$ cat src/design/bmr_pkg.sv
// Shared types, opcodes and field widths of the bit matrix row engine.
`default_nettype none
package bmr_pkg;

   localparam int OP_W     = 3;
   localparam int ROW_W    = 6;
   localparam int POS_W    = 8;
   localparam int SEL_W    = 6;
   localparam int COUNT_W  = 9;
   localparam int CFG_W    = 3;
   localparam int WORD_W   = 64;
   localparam int ONES_W   = 7;

   // Opcodes
   localparam logic [OP_W-1:0] OP_SET_BIT   = 3'd0;
   localparam logic [OP_W-1:0] OP_CLEAR_BIT = 3'd1;
   localparam logic [OP_W-1:0] OP_TEST_BIT  = 3'd2;
   localparam logic [OP_W-1:0] OP_CLEAR_ROW = 3'd3;
   localparam logic [OP_W-1:0] OP_POPCOUNT  = 3'd4;
   localparam logic [OP_W-1:0] OP_OR_ROWS   = 3'd5;
   localparam logic [OP_W-1:0] OP_AND_ROWS  = 3'd6;

   localparam logic [CFG_W-1:0] WORDS_IN_USE_RESET = 3'd4;

   typedef logic [WORD_W-1:0] word_type;

   typedef struct packed {
      logic [OP_W-1:0]  opcode;
      logic [SEL_W-1:0] bit_sel;
   } unit_ctrl_type;

   typedef struct packed {
      logic wr_en;
      logic rd_en;
   } mem_ctrl_type;

endpackage
`default_nettype wire

$ cat src/design/bmr_word_unit.sv
// Shared word unit: bit set/clear, row OR/AND, row clear, bit test and word popcount.
`default_nettype none
module bmr_word_unit (
   input  wire bmr_pkg::unit_ctrl_type       ctrl,
   input  wire bmr_pkg::word_type            target_word,
   input  wire bmr_pkg::word_type            source_word,
   output bmr_pkg::word_type                 new_word,
   output logic                              bit_out,
   output logic [bmr_pkg::ONES_W-1:0]        ones
);

   bmr_pkg::word_type mask;

   assign mask    = bmr_pkg::word_type'(1) << ctrl.bit_sel;
   assign bit_out = target_word[ctrl.bit_sel];
   assign ones    = bmr_pkg::ONES_W'($countones(target_word));

   always_comb begin
      unique case (ctrl.opcode)
         bmr_pkg::OP_SET_BIT:   new_word = target_word | mask;
         bmr_pkg::OP_CLEAR_BIT: new_word = target_word & ~mask;
         bmr_pkg::OP_OR_ROWS:   new_word = target_word | source_word;
         bmr_pkg::OP_AND_ROWS:  new_word = target_word & source_word;
         bmr_pkg::OP_CLEAR_ROW: new_word = '0;
         default:               new_word = target_word;
      endcase
   end

endmodule
`default_nettype wire

$ cat config.mk
export PLATFORM = sky130hd
export DESIGN_NAME = bmr_word_unit
export DESIGN_NICKNAME = d
export VERILOG_FILES = /design/src/design/bmr_pkg.sv /design/src/design/bmr_word_unit.sv
export SDC_FILE = /design/constraint.sdc
export NUM_CORES = 1
export LEC_CHECK = 0
export BUFFER_PORTS_ARGS = -buffer_cell sky130_fd_sc_hd__buf_2
export CAP_MARGIN = 20
export CELL_PAD_IN_SITES_DETAIL_PLACEMENT = 0
export CELL_PAD_IN_SITES_GLOBAL_PLACEMENT = 1
export CORE_UTILIZATION = 37
export DETAILED_ROUTE_END_ITERATION = 7
export PLACE_DENSITY = 0.95
export SYNTH_ARGS = -nofsm -noshare
export SYNTH_HDL_FRONTEND = slang
export SYNTH_SLANG_ARGS = --single-unit
$ cat constraint.sdc
create_clock -name vclk -period 18.4
set_input_delay 2.76 -clock vclk [all_inputs]
set_output_delay 2.76 -clock vclk [all_outputs]
set_load 0.005 [all_outputs]
# After elaboration in Yosys (flattened, before gate mapping)
# Cells that the tools add are included.
[op_classes]
mux = 3
bitwise_logic = 5
n_reduce_logical = 1
n_eq_ne = 4
n_mul = 0
add_sub_neg = 63
n_shift = 1
magnitude_cmp = 1
n_div = 0
[op_table]
columns = ["operator", "n"]
rows = [
  ["case mux 64 bit (5 select lines)", 1],
  ["AND 64 bit", 2],
  ["OR 64 bit", 2],
  ["adder 1 x 1 -> 2 bit", 32],
  ["inverter 64 bit", 1],
  ["left shift 1 x 6 -> 64 bit (first input constant)", 1],
  ["adder 2 x 2 -> 3 bit", 16],
  ["adder 3 x 3 -> 4 bit", 8],
  ["adder 4 x 4 -> 5 bit", 4],
  ["adder 5 x 5 -> 6 bit", 2],
  ["adder 6 x 6 -> 7 bit", 1],
  ["less-than comparator 6 x 7 -> 1 bit (second input constant)", 1],
  ["binary-select mux 1 bit (select 6 bit)", 1],
  ["== test 3 bit (second input constant)", 2],
  ["== test 3 x 1 -> 1 bit (second input constant)", 1],
  ["== test 3 x 2 -> 1 bit (second input constant)", 1],
  ["zero test 3 bit", 1],
  ["2-to-1 mux 1 bit", 1],
]
[totals]
mem_bits_rw = 0
n_memories = 0
register_bits = 0
out_inout_bits = 72
romBits = 0
input_bits = 137
latchBits = 0

# Longest topological paths before layout
# Gate-level depths: netlist of run 1.
[logic_depth]
ltp_word = 6
ltp_mapped = 22
depth_no_buf = 22

# Worst setup path before layout of run 1
# OpenSTA, ideal clock, no wires.
[synth_path]
kind = "input to output"
start = "in target_word[59]"
end = "out ones[6] in the netlist's numbering"
arrival_ps = 8114
cell_stages = 21
n_path_buf = 0
required_time_ps = 15640
setup_slack_ps = 7526
path_cell_list = "inv_1 -> fa_1 -> fa_1 -> inv_1 -> fa_1 -> inv_1 -> fa_1 -> inv_1 -> fa_1 -> inv_1 -> fa_1 -> fa_1 -> fa_1 -> inv_1 -> ha_1 -> fa_1 -> a21o_1 -> a21oi_1 -> inv_1 -> a21oi_1 -> o21bai_1"
[synth_between]
elab_chain_cells = 6
[synth_rtl]
columns = ["element", "line_no", "text"]
rows = [
  ["start: declaration", "bmr_word_unit.sv:5", "input wire bmr_pkg::word_type target_word,"],
  ["adder 1 x 1 -> 2 bit (implied by the code)", "bmr_word_unit.sv:16", "assign ones = bmr_pkg::ONES_W'($countones(target_word));"],
  ["adder 2 x 2 -> 3 bit (implied by the code)", "bmr_word_unit.sv:16", ""],
  ["adder 3 x 3 -> 4 bit (implied by the code)", "bmr_word_unit.sv:16", ""],
  ["adder 4 x 4 -> 5 bit (implied by the code)", "bmr_word_unit.sv:16", ""],
  ["adder 5 x 5 -> 6 bit (implied by the code)", "bmr_word_unit.sv:16", ""],
  ["adder 6 x 6 -> 7 bit (implied by the code)", "bmr_word_unit.sv:16", ""],
  ["end: declaration", "bmr_word_unit.sv:9", "output logic [bmr_pkg::ONES_W-1:0] ones"],
]
# Every way passes these cells.

# Worst setup path in the final report of run 1
[layout_path]
start = "in target_word[53]"
end = "out ones[6] in the netlist's numbering"
# The elaborated chain is that of the path after synthesis.

==> flow_summary.ini, run 1 <==
[cells_and_area]
area.growth.synth_to_final_pct = 23.1
numSequentialCells = 0
clkbuf_count = 0
nets = 972
commonest_non_fill_non_tap_cell_in_the_layout = sky130_fd_sc_hd__buf_2
most_used_cells_in_the_layout_excluding_fill_and_tap_cells = 209 x sky130_fd_sc_hd__buf_2, 87 x sky130_fd_sc_hd__inv_1, 69 x sky130_fd_sc_hd__nand2_1
final_layout_size_suffix_gt1_frac = 0.306
multiInputGateArea_sq_um = 3920
antenna_cells_inserted = 0
final_cells = 907
final.fill_count = 1222
seq_area_sq_um = 0

[routing]
totalWireLength_um = 18200
post_drt_wl_per_cell_um = 20.1
drtAntennaViolNets = 0
remaining_drc_errors = 13
routed_via_density = 6.11
count_of_routing_violations_after_the_opening_detailed_route_iteration = 569
drt-pass1-iter-count = 8
route.vias.total = 5544

[placement]
routabilityCongestion = 0.897
buffer_ports.inserted = 209
dp.cells = 907
dp_hpwl_um = 14500

[timing]
worst_slew_margin_rel = 0.371
setup_viol_count_final = 0
grt_setup_unrepaired = false
final_hold_viol_count = 0
tns_ns = 0
drv_slew = 0
fmax_mhz = 88.0
final.min_clock_period_ns = 11.37
min_period_over_period = 0.618
transition_time_at_the_pin_with_the_least_slew_margin_ns = 0.943

[critical_path]
setup.worst_path.start_class = input port
worstPathCellList = buf_2, fa_1, inv_1, fa_1, inv_1, fa_1, inv_1, fa_1, inv_1, fa_1, inv_1, fa_1, fa_1, fa_1, inv_1, ha_1, fa_1, a21o_1, a21oi_1, inv_1, a21oi_1, o21bai_1, buf_2
worst_path_dominant_cell_family = adder cells
worst-path-buf-inv = 9
crit_path_end_kind = output port
worstPathArrival_ns = 8.61
cp_max_fo = 4
worstSetupPathType = in2out
crit_slowest_cell = sky130_fd_sc_hd__fa_1
crit_path_max_incr_delay_ns = 0.56
worstPathRequired_ns = 15.64
cp_common_cell = sky130_fd_sc_hd__fa_1

[yosys]
seq_area_frac_synth = 0
yosysWarnings = 0
synth_top_area_frac = 0.242
instance_count_of_the_mapped_netlist = 603
synth_fp_nets = 809
mean_cell_area_of_the_mapped_netlist_sq_um = 7.42
synth.cell_area_sq_um = 4470
yosys.cell_types.count = 48
most_area_consuming_cells_after_synthesis = sky130_fd_sc_hd__fa_1 24%, sky130_fd_sc_hd__mux4_2 7.6%, sky130_fd_sc_hd__inv_1 7.3%
synth_area_leader_cell = sky130_fd_sc_hd__fa_1

[die]
core_area_sq_um = 11600
num_io_pins = 209
die_w_um = 112
die_h_um = 112
floorplan.die_area_sq_um = 12500
initial_cell_density_of_the_core = 0.385
floorplan.rows = 39

[pwr]
post-layout-total-power_mw = 1.24
p_leak_nw = 2.53
ir_drop_mv = 0.744
pwr_per_cell_area_nw_per_um2 = 225

[global_routing]
grt_start_max_net_pins = 41
grt_overflow_total = 0
first_global_vias = 5353
grt_antenna_before_repair = 0
global_route.usage.total = 0.289
grt_first_pass_wirelength_um = 29100

[clock_tree]
post_cts_resized = 0
holdBufCountCts = 0
post-cts-setup-buffers = 0

[hold_path]
hold_class = in2out

[run]
cap_violations = 0

[run_status]
violations = design-rule violations
outcome = complete, but fails checks
kinds of logic (layout without fill, tap and decap cells):
family | count (synthesis) | in the layout | share of synthesized area
xor gates and xnor gates | 4 | 4 | 0.00784
adders and majority gates | 69 | 69 | 0.284
AOI/OAI and AO/OA | 238 | 238 | 0.337
muxes | 17 | 17 | 0.0873
buffers and inverters | 139 | 300 | 0.125
and+or+nand+nor | 136 | 136 | 0.159
power breakdown:
| part | switching, mW | leakage (nW) | internal (mW) |
|---|---|---|---|
| Combinational | 0.642 | 2.53 | 0.595 |
| Clock | 0 | 0 | 0 |
| Sequential | 0 | 0 | 0 |
cell usage after synthesis (11+ instances only):
master and n:
sky130_fd_sc_hd__a21oi_1 57, sky130_fd_sc_hd__a22oi_1 14, sky130_fd_sc_hd__a31oi_1 26, sky130_fd_sc_hd__clkbuf_1 33, sky130_fd_sc_hd__fa_1 54, sky130_fd_sc_hd__ha_1 15, sky130_fd_sc_hd__inv_1 87, sky130_fd_sc_hd__mux4_2 15
sky130_fd_sc_hd__nand2_1 69, sky130_fd_sc_hd__nor2_1 11, sky130_fd_sc_hd__o211ai_1 30, sky130_fd_sc_hd__o21ai_0 46, sky130_fd_sc_hd__o221ai_1 21, sky130_fd_sc_hd__o22ai_1 25
through the flow:
stage | hold WS (ns) | utilization | setup WS (ns) | instance area [sq um]
2_1_floorplan | 5.63 | - | 7.53 | 4470
3_3_place_gp | 5.82 | 0.474 | 7.11 | 5510
3_5_place_dp | 5.82 | 0.474 | 7.03 | 5510
4_1_cts | 5.82 | 0.474 | 7.02 | 5510
5_1_grt | 5.85 | 0.474 | 6.74 | 5510
6_report | 5.82 | 0.474 | 7.03 | 5510
metal layers:
metal	up-vias	track usage	share of wire
met5	-	0	0
met4	0	0.0578	0.024
met3	38	0.0283	0.093
met2	344	0.482	0.47
met1	2629	0.409	0.41
li1	2533	-	-
final cells by class:
class	count	share of cell area
inverters	87	0.0593
multi-input cells	464	0.713
well taps	143	0.0325
repair buffers	213	0.195
final timing paths:
| path | from | endpoint | slack (ns) | cells after the start |
|---|---|---|---|---|
| max | target_word[53] | ones[6] | 7.03 | 23 |
| min | source_word[10] | new_word[10] | 5.82 | 4 |
(Power assumes the default switching activity.)
==> run 2, diff against run 1 <==
- ABC_AREA: not set -> 1
- CORE_UTILIZATION: 37 -> 30
- PLACE_DENSITY: 0.95 -> 0.87
- clock period: 18.4 -> 10.2 ns (I/O delays scaled with it)
==> flow_summary.ini, run 2 <==
[run_status]
outcome = complete, no violations

[die]
initial_cell_density_of_the_core = 0.306
die_h_um = 132
floorplan.rows = 47
core_area_sq_um = 16500
num_io_pins = 209
die_w_um = 132
floorplan.die_area_sq_um = 17400

[cells_and_area]
most_used_cells_in_the_layout_excluding_fill_and_tap_cells = 210 x sky130_fd_sc_hd__buf_2, 199 x sky130_fd_sc_hd__nand2_1, 119 x sky130_fd_sc_hd__o21ai_0
postLayoutCoreUtil = 0.376
final_layout_size_suffix_gt1_frac = 0.234
commonest_non_fill_non_tap_cell_in_the_layout = sky130_fd_sc_hd__buf_2
final_cells = 1272
nets = 1260
numSequentialCells = 0
seq_area_sq_um = 0
fin_area_sq_um = 6210
antenna_cells_inserted = 0
area.growth.synth_to_final_pct = 22.9
clkbuf_count = 0

[routing]
post_drt_wl_per_cell_um = 17.8
route.vias.total = 6815
drt-pass1-iter-count = 5
totalWireLength_um = 22700
count_of_routing_violations_after_the_opening_detailed_route_iteration = 524
remaining_drc_errors = 0
drtAntennaViolNets = 0
routed_via_density = 5.36

[timing]
worst_slew_margin_rel = 0.253
setup_viol_count_final = 0
grt_setup_unrepaired = false
transition_time_at_the_pin_with_the_least_slew_margin_ns = 1.11
min_period_over_period = 0.856
final_hold_viol_count = 0
final.min_clock_period_ns = 8.73
fmax_mhz = 115
drv_slew = 0
tns_ns = 0
postLayoutSetupSlackWorst_ns = 1.47

[global_routing]
grt_start_max_net_pins = 83
grt_overflow_total = 0
global_route.usage.total = 0.254
first_global_vias = 6266
grt_first_pass_wirelength_um = 35300
grt_antenna_before_repair = 1

[yosys]
synth_area_leader_cell = sky130_fd_sc_hd__fa_1
ys_top_cells_by_count = 199 x sky130_fd_sc_hd__nand2_1, 120 x sky130_fd_sc_hd__o21ai_0, 115 x sky130_fd_sc_hd__nand3_1
synth.cell_area_sq_um = 5060
mean_cell_area_of_the_mapped_netlist_sq_um = 5.61
seq_area_frac_synth = 0
most_area_consuming_cells_after_synthesis = sky130_fd_sc_hd__fa_1 21%, sky130_fd_sc_hd__nand2_1 15%, sky130_fd_sc_hd__o21ai_0 12%
yosysWarnings = 0
synth_fp_nets = 1108
instance_count_of_the_mapped_netlist = 902
synth.most_common_cell = sky130_fd_sc_hd__nand2_1
synth_top_area_frac = 0.214
yosys.cell_types.count = 25

[pwr]
p_leak_nw = 3.13
pwr_per_cell_area_nw_per_um2 = 336
ir_drop_mv = 0.579

[run]
cap_violations = 0

[placement]
dp.cells = 1271
placement.setup.worst_slack_ns = 1.48
dp_hpwl_um = 17300
dpl_cell_area_sq_um = 6210
routabilityCongestion = 0.928
buffer_ports.inserted = 209

[critical_path]
worstSetupPathType = in2out
cp_max_fo = 3
worstPathArrival_ns = 7.20
setup.worst_path.start_class = input port
worstPathRequired_ns = 8.67
crit_path_end_kind = output port

[clock_tree]
holdBufCountCts = 0
post_cts_resized = 0
post-cts-setup-buffers = 0

[hold_path]
hold_class = in2out
-- run 2: changes by cell type in the layout (fill, tap and decap cells not counted), sizes merged, moves of 16 or more --
cell | before | now
inv | 87 | 103
nor2 | 11 | 82
o211ai | 31 | 4
o22ai | 25 | 0
nand3 | 6 | 115
a21oi | 57 | 16
o221ai | 21 | 0
o21ai | 48 | 129
mux4 | 17 | 0
nand4 | 3 | 43
nand2 | 69 | 199
-- run 2: critical path, cell delays in order --
cell and delay (ns):
sky130_fd_sc_hd__buf_2 0.11, sky130_fd_sc_hd__inv_1 0.06, sky130_fd_sc_hd__fa_1 0.54, sky130_fd_sc_hd__fa_1 0.56, sky130_fd_sc_hd__inv_1 0.08, sky130_fd_sc_hd__fa_1 0.47, sky130_fd_sc_hd__inv_1 0.05, sky130_fd_sc_hd__fa_1 0.49
sky130_fd_sc_hd__inv_1 0.05, sky130_fd_sc_hd__fa_1 0.47, sky130_fd_sc_hd__inv_1 0.05, sky130_fd_sc_hd__fa_1 0.52, sky130_fd_sc_hd__fa_1 0.42, sky130_fd_sc_hd__fa_1 0.49, sky130_fd_sc_hd__inv_1 0.04, sky130_fd_sc_hd__ha_1 0.21
sky130_fd_sc_hd__fa_1 0.46, sky130_fd_sc_hd__a31oi_1 0.25, sky130_fd_sc_hd__nor2_1 0.08, sky130_fd_sc_hd__nor2_1 0.09, sky130_fd_sc_hd__o21bai_1 0.06, sky130_fd_sc_hd__buf_2 0.12
-- run 2: kinds of logic after synthesis --
group                    synth area share
AO/OA/AOI/OAI                       0.196
XOR/XNOR                          0.00692
adder cells (fa/ha/maj)             0.251
buffers and inverters               0.137
AND/OR/NAND/NOR                     0.409
-- run 2: where the power goes --
group          leakage (nW)  switching, mW  internal (mW)
Clock                     0              0              0
Combinational          3.13           1.12          0.962
Sequential                0              0              0
-- run 2: final timing paths --
path	slack [ns]	startpoint	endpoint	cells after the start
max	1.47	target_word[59]	ones[6]	22
min	3.35	source_word[37]	new_word[37]	4
-- run 2: area by class of cell --
class | count | area, sq um
Fill cell | 1862 | 10300
Multi-Input combinational cell | 724 | 4400
Timing Repair Buffer | 223 | 1150
Inverter | 105 | 394
Tap cell | 220 | 275
-- run 2: through the flow --
step | hold slack (ns) | power (mW)
6_report | 3.35 | 2.09
5_1_grt | 3.37 | 2.41
4_1_cts | 3.35 | 2.12
3_5_place_dp | 3.35 | 2.11
3_3_place_gp | 3.35 | 2.10
2_1_floorplan | 3.15 | 1.45
-- run 2: metal layers --
layer	track usage	vias up	wire (um)
met5	0	-	13
li1	-	3288	-
met1	0.360	3138	9730
met3	0.0200	35	1830
met2	0.417	352	10500
met4	0.0620	2	629
